===== config.mk =====
export PLATFORM = sky130hd
export DESIGN_NAME = key_autorepeat_up_down
export DESIGN_NICKNAME = d
export VERILOG_FILES = /design/src/hdl/kar_pkg.sv /design/src/hdl/kar_cfg_regs.sv /design/src/hdl/kar_repeat_core.sv /design/src/hdl/key_autorepeat_up_down.sv
export SDC_FILE = /design/constraint.sdc
export NUM_CORES = 1
export LEC_CHECK = 0
export ABC_AREA = 0
export BUFFER_PORTS_ARGS = -buffer_cell sky130_fd_sc_hd__buf_4
export CORE_MARGIN = 2
export CORE_UTILIZATION = 55
export DETAILED_ROUTE_END_ITERATION = 16
export PLACE_DENSITY_LB_ADDON = 0.12
export SLEW_MARGIN = 20
export SYNTH_ARGS = -nofsm -noshare
export SYNTH_HDL_FRONTEND = slang
export SYNTH_SLANG_ARGS = --single-unit

===== constraint.sdc =====
create_clock -name clk -period 4.9 [get_ports clk]
set_input_delay 0.245 -clock clk [delete_from_list [all_inputs] [get_ports clk]]
set_output_delay 0.245 -clock clk [all_outputs]
set_load 0.05 [all_outputs]

===== src/hdl/kar_pkg.sv =====
// Package for the key auto-repeat block: shared types, register indexes,
// repeat phases and reset values. No dependencies.
package kar_pkg;

    localparam int DataW  = 32;
    localparam int DelayW = 16;
    localparam int IndexW = 2;

    localparam logic [DelayW-1:0] InitialDelayReset = 16'd300;
    localparam logic [DelayW-1:0] RepeatDelayReset  = 16'd150;
    localparam logic [DataW-1:0]  UpMaskReset       = 32'h0000_0800;
    localparam logic [DataW-1:0]  DownMaskReset     = 32'h0000_0400;

    typedef enum logic [IndexW-1:0] {
        REG_INITIAL_DELAY = 2'd0,
        REG_REPEAT_DELAY  = 2'd1,
        REG_UP_MASK       = 2'd2,
        REG_DOWN_MASK     = 2'd3
    } cfg_index_t;

    typedef enum logic [1:0] {
        PHASE_OFF   = 2'd0,
        PHASE_FIRST = 2'd1,
        PHASE_NEXT  = 2'd2
    } phase_t;

    typedef struct packed {
        logic [DelayW-1:0] initial_delay;
        logic [DelayW-1:0] repeat_delay;
        logic [DataW-1:0]  up_mask;
        logic [DataW-1:0]  down_mask;
    } cfg_t;

    typedef struct packed {
        logic [DataW-1:0] pressed;
        logic [DataW-1:0] held;
        logic [DataW-1:0] now;
    } poll_t;

    typedef struct packed {
        logic [DataW-1:0] keys;
        logic             rep;
    } result_t;

endpackage


===== src/hdl/kar_cfg_regs.sv =====
// Configuration registers of the key auto-repeat block.
// Depends on kar_pkg for the register indexes, reset values and cfg_t.
module kar_cfg_regs
    import kar_pkg::*;
(
    input  logic              clk,
    input  logic              rst_n,
    input  logic              wr_en,
    input  logic [IndexW-1:0] wr_index,
    input  logic [DataW-1:0]  wr_data,
    output cfg_t              cfg
);

    cfg_t cfg_reg;
    cfg_t cfg_next;

    always_comb
    begin
        cfg_next = cfg_reg;
        if (wr_en)
        begin
            unique case (cfg_index_t'(wr_index))
                REG_INITIAL_DELAY: cfg_next.initial_delay = wr_data[DelayW-1:0];
                REG_REPEAT_DELAY:  cfg_next.repeat_delay  = wr_data[DelayW-1:0];
                REG_UP_MASK:       cfg_next.up_mask       = wr_data;
                REG_DOWN_MASK:     cfg_next.down_mask     = wr_data;
                default:           cfg_next = cfg_reg;
            endcase
        end
    end

    always_ff @(posedge clk or negedge rst_n)
    begin
        if (!rst_n)
        begin
            cfg_reg.initial_delay <= InitialDelayReset;
            cfg_reg.repeat_delay  <= RepeatDelayReset;
            cfg_reg.up_mask       <= UpMaskReset;
            cfg_reg.down_mask     <= DownMaskReset;
        end
        else
        begin
            cfg_reg <= cfg_next;
        end
    end

    assign cfg = cfg_reg;

endmodule


===== src/hdl/kar_repeat_core.sv =====
// Repeat decision for one poll: phase and timestamp state, elapsed-time
// compare and result selection. Depends on kar_pkg.
module kar_repeat_core
    import kar_pkg::*;
#(
    parameter int KEY_BITS = 32
)
(
    input  logic    clk,
    input  logic    rst_n,
    input  logic    fire,
    input  poll_t   poll,
    input  cfg_t    cfg,
    output result_t result
);

    localparam logic [DataW-1:0] KeyMask =
        (KEY_BITS >= DataW) ? {DataW{1'b1}} : DataW'((64'd1 << KEY_BITS) - 64'd1);

    phase_t           phase_reg;
    phase_t           phase_next;
    logic [DataW-1:0] last_reg;
    logic [DataW-1:0] last_next;

    logic [DataW-1:0]  pressed;
    logic [DataW-1:0]  held;
    logic [DataW-1:0]  up_mask;
    logic [DataW-1:0]  down_mask;
    logic [DataW-1:0]  elapsed;
    logic [DelayW-1:0] wait_ms;
    logic              any_press;
    logic              arm_press;
    logic              still_held;
    logic              due;

    assign pressed    = poll.pressed & KeyMask;
    assign held       = poll.held & KeyMask;
    assign up_mask    = cfg.up_mask & KeyMask;
    assign down_mask  = cfg.down_mask & KeyMask;
    assign any_press  = |pressed;
    assign arm_press  = |(pressed & (up_mask | down_mask));
    assign still_held = |(held & (up_mask | down_mask));
    assign elapsed    = poll.now - last_reg;

    always_comb
    begin
        unique case (phase_reg)
            PHASE_FIRST: wait_ms = cfg.initial_delay;
            default:     wait_ms = cfg.repeat_delay;
        endcase
    end

    assign due = (phase_reg != PHASE_OFF) && still_held
                 && (elapsed > {{(DataW-DelayW){1'b0}}, wait_ms});

    always_comb
    begin
        phase_next = phase_reg;
        last_next  = last_reg;
        priority if (any_press)
        begin
            if (arm_press)
            begin
                phase_next = PHASE_FIRST;
                last_next  = poll.now;
            end
            else
            begin
                phase_next = PHASE_OFF;
            end
        end
        else if (phase_reg != PHASE_OFF)
        begin
            if (!still_held)
            begin
                phase_next = PHASE_OFF;
            end
            else if (due)
            begin
                phase_next = PHASE_NEXT;
                last_next  = poll.now;
            end
        end
    end

    always_comb
    begin
        result.keys = '0;
        result.rep  = 1'b0;
        priority if (any_press)
        begin
            result.keys = pressed;
        end
        else if (due)
        begin
            result.keys = (|(held & up_mask)) ? up_mask : down_mask;
            result.rep  = 1'b1;
        end
    end

    always_ff @(posedge clk or negedge rst_n)
    begin
        if (!rst_n)
        begin
            phase_reg <= PHASE_OFF;
            last_reg  <= '0;
        end
        else if (fire)
        begin
            phase_reg <= phase_next;
            last_reg  <= last_next;
        end
    end

endmodule


===== src/hdl/key_autorepeat_up_down.sv =====
// Flow: a transferred poll waits in the input register; its result is loaded
// into the result register once the output side is free, and is then on the
// output.
// Throughput: one poll per cycle while results are taken; a stalled result lets
// one more poll into the input register, then the input stalls until it drains.
// Reset: empties both registers, sets the delays and key masks to their
// defaults, disarms repeat and clears the recorded time.
module key_autorepeat_up_down
    import kar_pkg::*;
#(
    parameter int KEY_BITS = 32
)
(
    input  logic              clk,
    input  logic              rst_n,
    input  logic              in_valid,
    output logic              in_ready,
    input  logic [DataW-1:0]  pressed_keys,
    input  logic [DataW-1:0]  held_keys,
    input  logic [DataW-1:0]  now_ms,
    output logic              out_valid,
    input  logic              out_ready,
    output logic [DataW-1:0]  keys_out,
    output logic              is_repeat,
    input  logic              cfg_valid,
    output logic              cfg_ready,
    input  logic [IndexW-1:0] cfg_index,
    input  logic [DataW-1:0]  cfg_data
);

    logic    s1_valid_reg;
    poll_t   s1_poll_reg;
    logic    out_valid_reg;
    result_t out_reg;
    result_t core_result;
    cfg_t    cfg;
    logic    advance;

    assign cfg_ready = 1'b1;

    kar_cfg_regs u_cfg (
        .clk      (clk),
        .rst_n    (rst_n),
        .wr_en    (cfg_valid & cfg_ready),
        .wr_index (cfg_index),
        .wr_data  (cfg_data),
        .cfg      (cfg)
    );

    assign advance  = s1_valid_reg && (!out_valid_reg || out_ready);
    assign in_ready = !s1_valid_reg || advance;

    kar_repeat_core #(
        .KEY_BITS (KEY_BITS)
    ) u_core (
        .clk    (clk),
        .rst_n  (rst_n),
        .fire   (advance),
        .poll   (s1_poll_reg),
        .cfg    (cfg),
        .result (core_result)
    );

    always_ff @(posedge clk or negedge rst_n)
    begin
        if (!rst_n)
        begin
            s1_valid_reg  <= 1'b0;
            out_valid_reg <= 1'b0;
        end
        else
        begin
            if (in_ready)
            begin
                s1_valid_reg <= in_valid;
            end
            if (!out_valid_reg || out_ready)
            begin
                out_valid_reg <= s1_valid_reg;
            end
        end
    end

    always_ff @(posedge clk)
    begin
        if (in_valid && in_ready)
        begin
            s1_poll_reg.pressed <= pressed_keys;
            s1_poll_reg.held    <= held_keys;
            s1_poll_reg.now     <= now_ms;
        end
        if (advance)
        begin
            out_reg <= core_result;
        end
    end

    assign out_valid = out_valid_reg;
    assign keys_out  = out_reg.keys;
    assign is_repeat = out_reg.rep;

endmodule


==> qor.csv, run 1 <==
stage;metric;value;unit
status;status;finished clean;
routing;first-pass iteration count of the detailed router;5;
logic_synthesis;Synth top area share;30.1;%
sta;worst slew pin tran;1.14;ns
cells_and_area;Multi-input gate area;5550;sq um
routing;DRT antenna net count;0;
flow_run;max cap viols;0;
worst_setup_path;cell mode on critical path;a21oi_2;
routing;DRC viols;0;
cells_and_area;Area growth syn-to-layout;31.7;%
placement;PortBufs;169;
cells_and_area;sequential cell area;7190;sq um
power;Worst IR Drop VDD;0.333;mV
worst_setup_path;Crit. End Element;register;
logic_synthesis;cell accounting for the most synthesized area;edfxtp_1;
sta;max_slew headroom;24.0;%
cells_and_area;post-layout util;73.0;%
worst_setup_path;Data arrival, critical path;4.94;ns
floorplanning;die width;157;microns
logic_synthesis;Post-Synthesis Cells;1012;
power;sw power;2.05;mW
routing;Post-Route WL;36000;microns
power;Pleak;7.24;nW
logic_synthesis;Area contributors post-synth;edfxtp_1 (30%), dfrtp_1 (24%), mux2_2 (8.8%);
cts;root buffer cell;clkbuf_16;
grt;pin count of the biggest net entering global routing;59;
placement;HPWL after DPL;24300;microns
worst_setup_path;Worst Path Required;5.19;ns
sta;final hold violations;0;
cts;htree depth;1;
grt;global-route wire length before repair;53800;microns
floorplanning;row count;56;
grt;vias in the first global route;9687;
cts;CTS tree;built;
routing;DR vias;9771;
logic_synthesis;synthesized area per cell;12.7;sq um
power;Combinational Power Share;27.8;%
logic_synthesis;EDFF count, synth;129;
sta;fin crit share;94.8;%
floorplanning;Top Ports;171;
cts;Worst-Skew Late Latency;0.55;ns
floorplanning;die footprint;24700;sq um
grt;global route overflow;0;
cts;Num CTS Buffers;27;
cts;clk slew on worst S/H paths;0.06;ns
sta;worst-case hold slack;0.280;ns
placement;global placement routability congestion;0.931;
sta;setup TNS;0;ns
min_path;HP Class;primary input to asynchronous set/reset pin;
floorplanning;core area;23300;sq um
worst_setup_path;critical path's top delay family;compound AO/OA/AOI/OAI gates;
logic_synthesis;syn nets;1195;
cells_and_area;antenna diode count;0;
logic_synthesis;ys async rst share;50.6;%
worst_setup_path;critical path's largest stage delay;0.41;ns
sta;crit path time final;4.65;ns
sta;final setup fails;0;
worst_setup_path;WP buf/inv;3;
power;cell area power density;392;nW/um^2
grt;antenna violations before repair;1;
placement;dpl cells;1488;
cts;Max clock buf depth;3;
cts;# clock sinks;261;
floorplanning;die height;157;microns
cells_and_area;Finished Layout Cells;1676;
worst_setup_path;CP cell instances;inv_1, ha_2, fa_2, nand2b_4, a21oi_2, or3_4, a21o_1, a21oi_2, xnor2_1, ha_1, and4_1, a221o_1, a2111oi_4, buf_4, o21ai_1, a2111oi_1, and4b_1, nand3_2, nand2_4, buf_8, o21bai_1;
logic_synthesis;Syn Std Cell Area;12900;sq um
worst_setup_path;Crit Path Category;register to register;
power;switch share;30.9;%
cells_and_area;share of cells above drive strength 1;29.4;%
routing;DRT iter0 DRCs;825;
power;Seq pwr share;42.7;%
power;Cell Int Power;4.60;mW
sta;clock skew;0.0187;ns
power;Power Total;6.66;mW
cells_and_area;nets@finish;1519;
worst_setup_path;Worst path slowest cell;or3_4;
grt;gr usage total;28.5;%
logic_synthesis;Distinct cells, synth;68;
logic_synthesis;Yosys reg bits;261;
routing;post-DR vias/cell;5.83;
worst_setup_path;Worst Path Max Fanout;8;
cells_and_area;filler cell count;1636;
sta;Slew Viols, Final;0;
routing;wire per inst;21.5;microns
logic_synthesis;Synth warnings;0;
logic_synthesis;Top FF cell, synth;edfxtp_1;
worst_setup_path;r2r startpoint;s1_poll_reg[0]$_DFFE_PP_;
worst_setup_path;startpoint types;register;
power;Clock Power Share;29.6;%
floorplanning;Starting Density;55.4;%
sta;Max Freq;0.215;GHz
logic_synthesis;sequential share of the synthesized area;55.8;%
worst_setup_path;Critical path origin;s1_poll_reg[0]$_DFFE_PP_;
[cell usage after synthesis, drive strengths merged, types with 12 or more instances]
cell	count
a21oi	43
a22oi	14
buf	12
clkbuf	17
dfrtp	122
edfxtp	129
ha	47
inv	43
mux2	130
mux2i	48
nand2	42
nand4	29
nor2	31
nor4	18
o21ai	94
o21bai	36
xor2	12
[placed cells by master (no fill, tap or decap), types with 6 or more instances in the layout]
cell / n
a22oi_1: 14
nand2_1: 41
a21oi_1: 40
a211oi_1: 8
o211ai_1: 7
mux2_4: 29
a21o_1: 6
dfstp_2: 10
edfxtp_1: 129
inv_1: 43
o21bai_1: 36
xnor2_1: 10
mux2_2: 101
clkbuf_1: 12
dfrtp_1: 122
nor3_1: 10
nand3_1: 9
nand4_1: 29
dlygate4sd3_1: 131
buf_4: 188
clkbuf_16: 29
nand2b_1: 6
mux2i_1: 48
o21ai_0: 91
xor2_1: 12
ha_1: 42
nor4_1: 17
nor2_1: 30
[power by group through the flow]
stage / Combinational [mW] / Sequential (mW) / Clock, mW
after global placement: 1.64 / 2.86 / 0
after detailed placement: 1.67 / 2.87 / 0
final: 1.85 / 2.84 / 1.97
after CTS: 1.76 / 2.83 / 1.99
after floorplan: 1.10 / 2.86 / 0
after global routing: 2.04 / 2.87 / 2.08
[repair_timing]
action                                  CTS  global route
hold buffers                            131             0
endpoints found under the setup margin    0            67
hold endpoints to repair                231             0
resized for setup                         0            29
buffers inserted                          0             4
[metrics by stage]
stage               area (sq um)  setup slack, ns
floorplan                  12900            0.380
global placement           14600            0.133
detailed placement         14600           0.0718
CTS                        16700           0.0110
global route               17000          -0.0121
finish                     17000            0.255
[cells by family after synthesis]
group                    Yosys count  share of synthesized area [%]
AO/OA/AOI/OAI                    249                           12.2
XOR/XNOR                          22                           1.50
adder cells (fa/ha/maj)           48                           4.72
buffers and inverters             72                           2.34
flip-flops                       261                           55.8
multiplexers                     178                           15.9
other                              1                         0.0291
AND/OR/NAND/NOR                  181                           7.52
[path summary, 6_finish.rpt]
check	cells past startpoint	slack (ns)	endpoint
setup / recovery	21	0.25	keys_out[16]$_DFFE_PP_
max in group asynchronous	3	3.42	u_cfg.cfg[57]$_DFFE_PN0P_
min in group clk	4	0.31	u_cfg.cfg[94]$_DFFE_PN0P_
setup reg to reg	21	0.25	keys_out[16]$_DFFE_PP_
hold reg to reg	1	0.49	out_valid$_DFFE_PN0P_
hold / removal	2	0.28	u_core.last_reg[5]$_DFFE_PN0P_
[per-layer routing]
layer | wire length [microns] | GRT usage, % | up-vias
met5 | 0 | 0 | -
met1 | 16000 | 42.1 | 4798
met4 | 920 | 7.01 | 0
met3 | 2860 | 5.45 | 69
met2 | 16200 | 43.9 | 390
li1 | - | - | 4514
[layout make-up]
type | instances | share of cell area (%)
flip-flops and latches | 261 | 42.4
multi-input cells | 679 | 32.7
repair buffers | 324 | 16.7
clock buffers | 43 | 4.57
well taps | 319 | 2.35
inverters | 43 | 0.951
clock inverters | 7 | 0.391
(Power assumes the default switching activity.)
==> inputs of run 2 (changes only) <==
Settings changed: CORE_MARGIN 2 to not set.
==> run 2 against run 1 <==
  * Clock-buffer cell count down 13
  * Wire length grew 1.6%
  * Critical path depth decreased by 1
  * Combinational power hardly changed
  * Highest routed layer unchanged
==> qor.csv, run 2 (synthesis results as in run 1) <==
stage;metric;value;unit;change
sta;fin crit share;97.6;%;+2.8 points
cells_and_area;most frequent cells in the layout;buf_4 (188), dlygate4sd3_1 (131), edfxtp_1 (129);;
placement;dpl cells;1482;;-0.40%
power;Power Total;6.74;mW;+1.2%
cts;Max clock buf depth;3;;unchanged
worst_setup_path;startpoint types;register;;
worst_setup_path;Crit Path Category;register to register;;
cells_and_area;nets@finish;1520;;+0.066%
power;Clock Power Share;30.2;%;+0.6 points
placement;global placement routability congestion;0.895;;-3.8%
flow_run;max cap viols;0;;unchanged
worst_setup_path;WP buf/inv;2;;-1
sta;worst-case hold slack;0.309;ns;+0.0293 ns
sta;final hold violations;0;;unchanged
cts;# clock sinks;261;;unchanged
routing;DRC viols;0;;unchanged
power;cell area power density;396;nW/um^2;+1.0%
cts;htree depth;1;;unchanged
sta;max_slew headroom;21.4;%;-2.7 points
sta;crit path time final;4.78;ns;+0.138 ns
cells_and_area;sequential cell area;7190;sq um;unchanged
floorplanning;die height;155;microns;-1.3%
cts;clk slew on worst S/H paths;0.06;ns;about the same
worst_setup_path;Crit. End Element;register;;
power;Worst IR Drop VDD;0.319;mV;-4.1%
status;status;finished clean;;
routing;DRT antenna net count;0;;unchanged
floorplanning;die footprint;24000;sq um;-2.5%
sta;final setup fails;0;;unchanged
placement;PortBufs;169;;unchanged
cells_and_area;antenna diode count;0;;unchanged
routing;first-pass iteration count of the detailed router;6;;+1
grt;GR Layer Usage met2;48.0;%;+4.2 points
routing;wire per inst;21.9;microns;+1.8%
floorplanning;Top Ports;171;;unchanged
worst_setup_path;critical path's top delay family;simple AND/OR/NAND/NOR gates;;
sta;clock skew;0.0291;ns;+0.0104 ns
worst_setup_path;Reg2Reg Depth;20;;-4.8%
sta;Max Freq;0.209;GHz;-2.9%
cts;Worst-Skew Late Latency;0.56;ns;about the same
min_path;HP Class;primary input to asynchronous set/reset pin;;
cells_and_area;most common cell after layout, fill and taps aside;buf_4;;
worst_setup_path;Worst Path Max Fanout;8;;unchanged
grt;vias in the first global route;9989;;+3.1%
floorplanning;die width;155;microns;-1.3%
cells_and_area;post-layout util;74.7;%;+1.7 points
routing;Post-Route WL;36600;microns;+1.6%
power;sw power;2.12;mW;+3.2%
sta;Slew Viols, Final;0;;unchanged
floorplanning;core area;22800;sq um;-2.1%
grt;met3 Resource Use GR;5.99;%;+0.54 points
sta;RSZ-0062 raised after global routing;no;;
cells_and_area;Area growth syn-to-layout;32.1;%;
floorplanning;row count;55;;-1.8%
worst_setup_path;critical path's largest stage delay;0.40;ns;about the same
grt;antenna violations before repair;0;;-1
worst_setup_path;Data arrival, critical path;5.06;ns;+0.12 ns
grt;pin count of the biggest net entering global routing;60;;+1.7%
cts;Num CTS Buffers;28;;+3.7%
worst_setup_path;CP cell instances;ha_2, and3_2, and4_1, o21ai_1, a211o_1, nand2_1, xor2_1, ha_1, and4_1, nand3_1, a21oi_1, a2111oi_4, buf_4, o21ai_1, a2111oi_1, and4b_1, nand3_2, nand2_4, clkbuf_16, o21bai_1;;
worst_setup_path;Worst Path Required;5.18;ns;about the same
cts;root buffer cell;clkbuf_16;;
cells_and_area;post-route cell area;17000;sq um;+0.25%
sta;worst slew pin tran;1.18;ns;+0.0402 ns
cts;CTS tree;built;;
power;switch share;31.5;%;+0.59 points
floorplanning;Starting Density;56.6;%;+1.2 points
grt;met1 Use GR;43.4;%;+1.3 points
worst_setup_path;Worst path slowest cell;edfxtp_1;;
cells_and_area;Finished Layout Cells;1672;;-0.24%
power;Pleak;7.26;nW;+0.32%
power;Combinational Power Share;27.6;%;-0.2 points
cells_and_area;Multi-input gate area;5550;sq um;unchanged
placement;placed cell area;14600;sq um;about the same
placement;HPWL after DPL;24400;microns;+0.13%
worst_setup_path;Crit. path cell count;20;;-4.8%
power;Cell Int Power;4.62;mW;+0.39%
power;Seq pwr share;42.2;%;-0.5 points
grt;gr usage total;30.5;%;+1.9 points
routing;DRT iter0 DRCs;861;;+4.4%
grt;GR peak layer;met2;;
cells_and_area;share of cells above drive strength 1;29.9;%;+0.55 points
grt;global route overflow;0;;unchanged
grt;global-route wire length before repair;55600;microns;+3.5%
cells_and_area;filler cell count;1494;;-8.7%
routing;DR vias;9951;;+1.8%
routing;post-DR vias/cell;5.95;;+2.1%
[run 2: cell count changes in the layout (fill, tap and decap cells not counted), moves of 2 or more]
cell | before | now
o21ai_1 | 3 | 5
clkinv_1 | 1 | 7
clkbuf_1 | 12 | 2
clkinvlp_4 | 0 | 2
o21ai_0 | 91 | 89
clkbuf_8 | 4 | 0
clkinv_2 | 3 | 9
[run 2: layer usage]
metal  share of wire [%]  vias up
li1                    -     4512
met1                  45     4940
met2                  45      437
met3                 7.9       62
met4                 2.0        0
met5                   0        -
[run 2: cell type report]
cell class                      count  share of cell area, %
Clock inverter                     22                   1.01
Tap cell                          313                   2.30
Clock buffer                       30                   4.16
Timing Repair Buffer              324                   16.7
Multi-Input combinational cell    679                   32.6
Sequential cell                   261                   42.3
Inverter                           43                  0.949
[run 2: path summary, 6_finish.rpt]
| check | slack (ns) | from | endpoint |
|---|---|---|---|
| max | 0.12 | s1_poll_reg[8]$_DFFE_PP_ | keys_out[24]$_DFFE_PP_ |
| min | 0.31 | rst_n | u_core.last_reg[26]$_DFFE_PN0P_ |
| max reg2reg | 0.12 | s1_poll_reg[8]$_DFFE_PP_ | keys_out[24]$_DFFE_PP_ |
| min reg2reg | 0.49 | s1_valid_reg$_DFFE_PN0N_ | out_valid$_DFFE_PN0P_ |
| max in group asynchronous | 3.51 | rst_n | u_cfg.cfg[10]$_DFFE_PN1P_ |
| min in group clk | 0.31 | cfg_index[0] | u_cfg.cfg[86]$_DFFE_PN0P_ |
[run 2: repair_timing]
action	in CTS	in global routing
pin swaps	3	16
hold endpoints to repair	237	0
gates cloned	1	2
endpoints found under the setup margin	63	65
gates resized for setup	7	25
setup buffers	1	3
hold buffers	131	0
[run 2: power by group through the flow]
stage | combinational (mW) | sequential, mW | clock [mW]
5_1_grt | 2.03 | 2.88 | 2.14
3_3_place_gp | 1.65 | 2.86 | 0
6_report | 1.86 | 2.85 | 2.03
2_1_floorplan | 1.10 | 2.86 | 0
4_1_cts | 1.78 | 2.83 | 2.05
3_5_place_dp | 1.67 | 2.87 | 0
[run 2: worst reg2reg max path, cell delays in order, from the launching register on]
cell and delay (ns):
edfxtp_1 0.40, ha_2 0.40, and3_2 0.25, and4_1 0.21, o21ai_1 0.13, a211o_1 0.31, nand2_1 0.09, xor2_1 0.20
ha_1 0.27, and4_1 0.25, nand3_1 0.12, a21oi_1 0.08, a2111oi_4 0.34, buf_4 0.17, o21ai_1 0.06, a2111oi_1 0.34
and4b_1 0.30, nand3_2 0.11, nand2_4 0.20, clkbuf_16 0.21, o21bai_1 0.08
[run 2: metrics by stage]
step	TNS, ns	worst slack (ns)
after floorplan	0	0.380
after global placement	0	0.139
after detailed placement	-0.0538	-0.0160
after CTS	0	0.0240
after global routing	0	0.0120
final	0	0.116
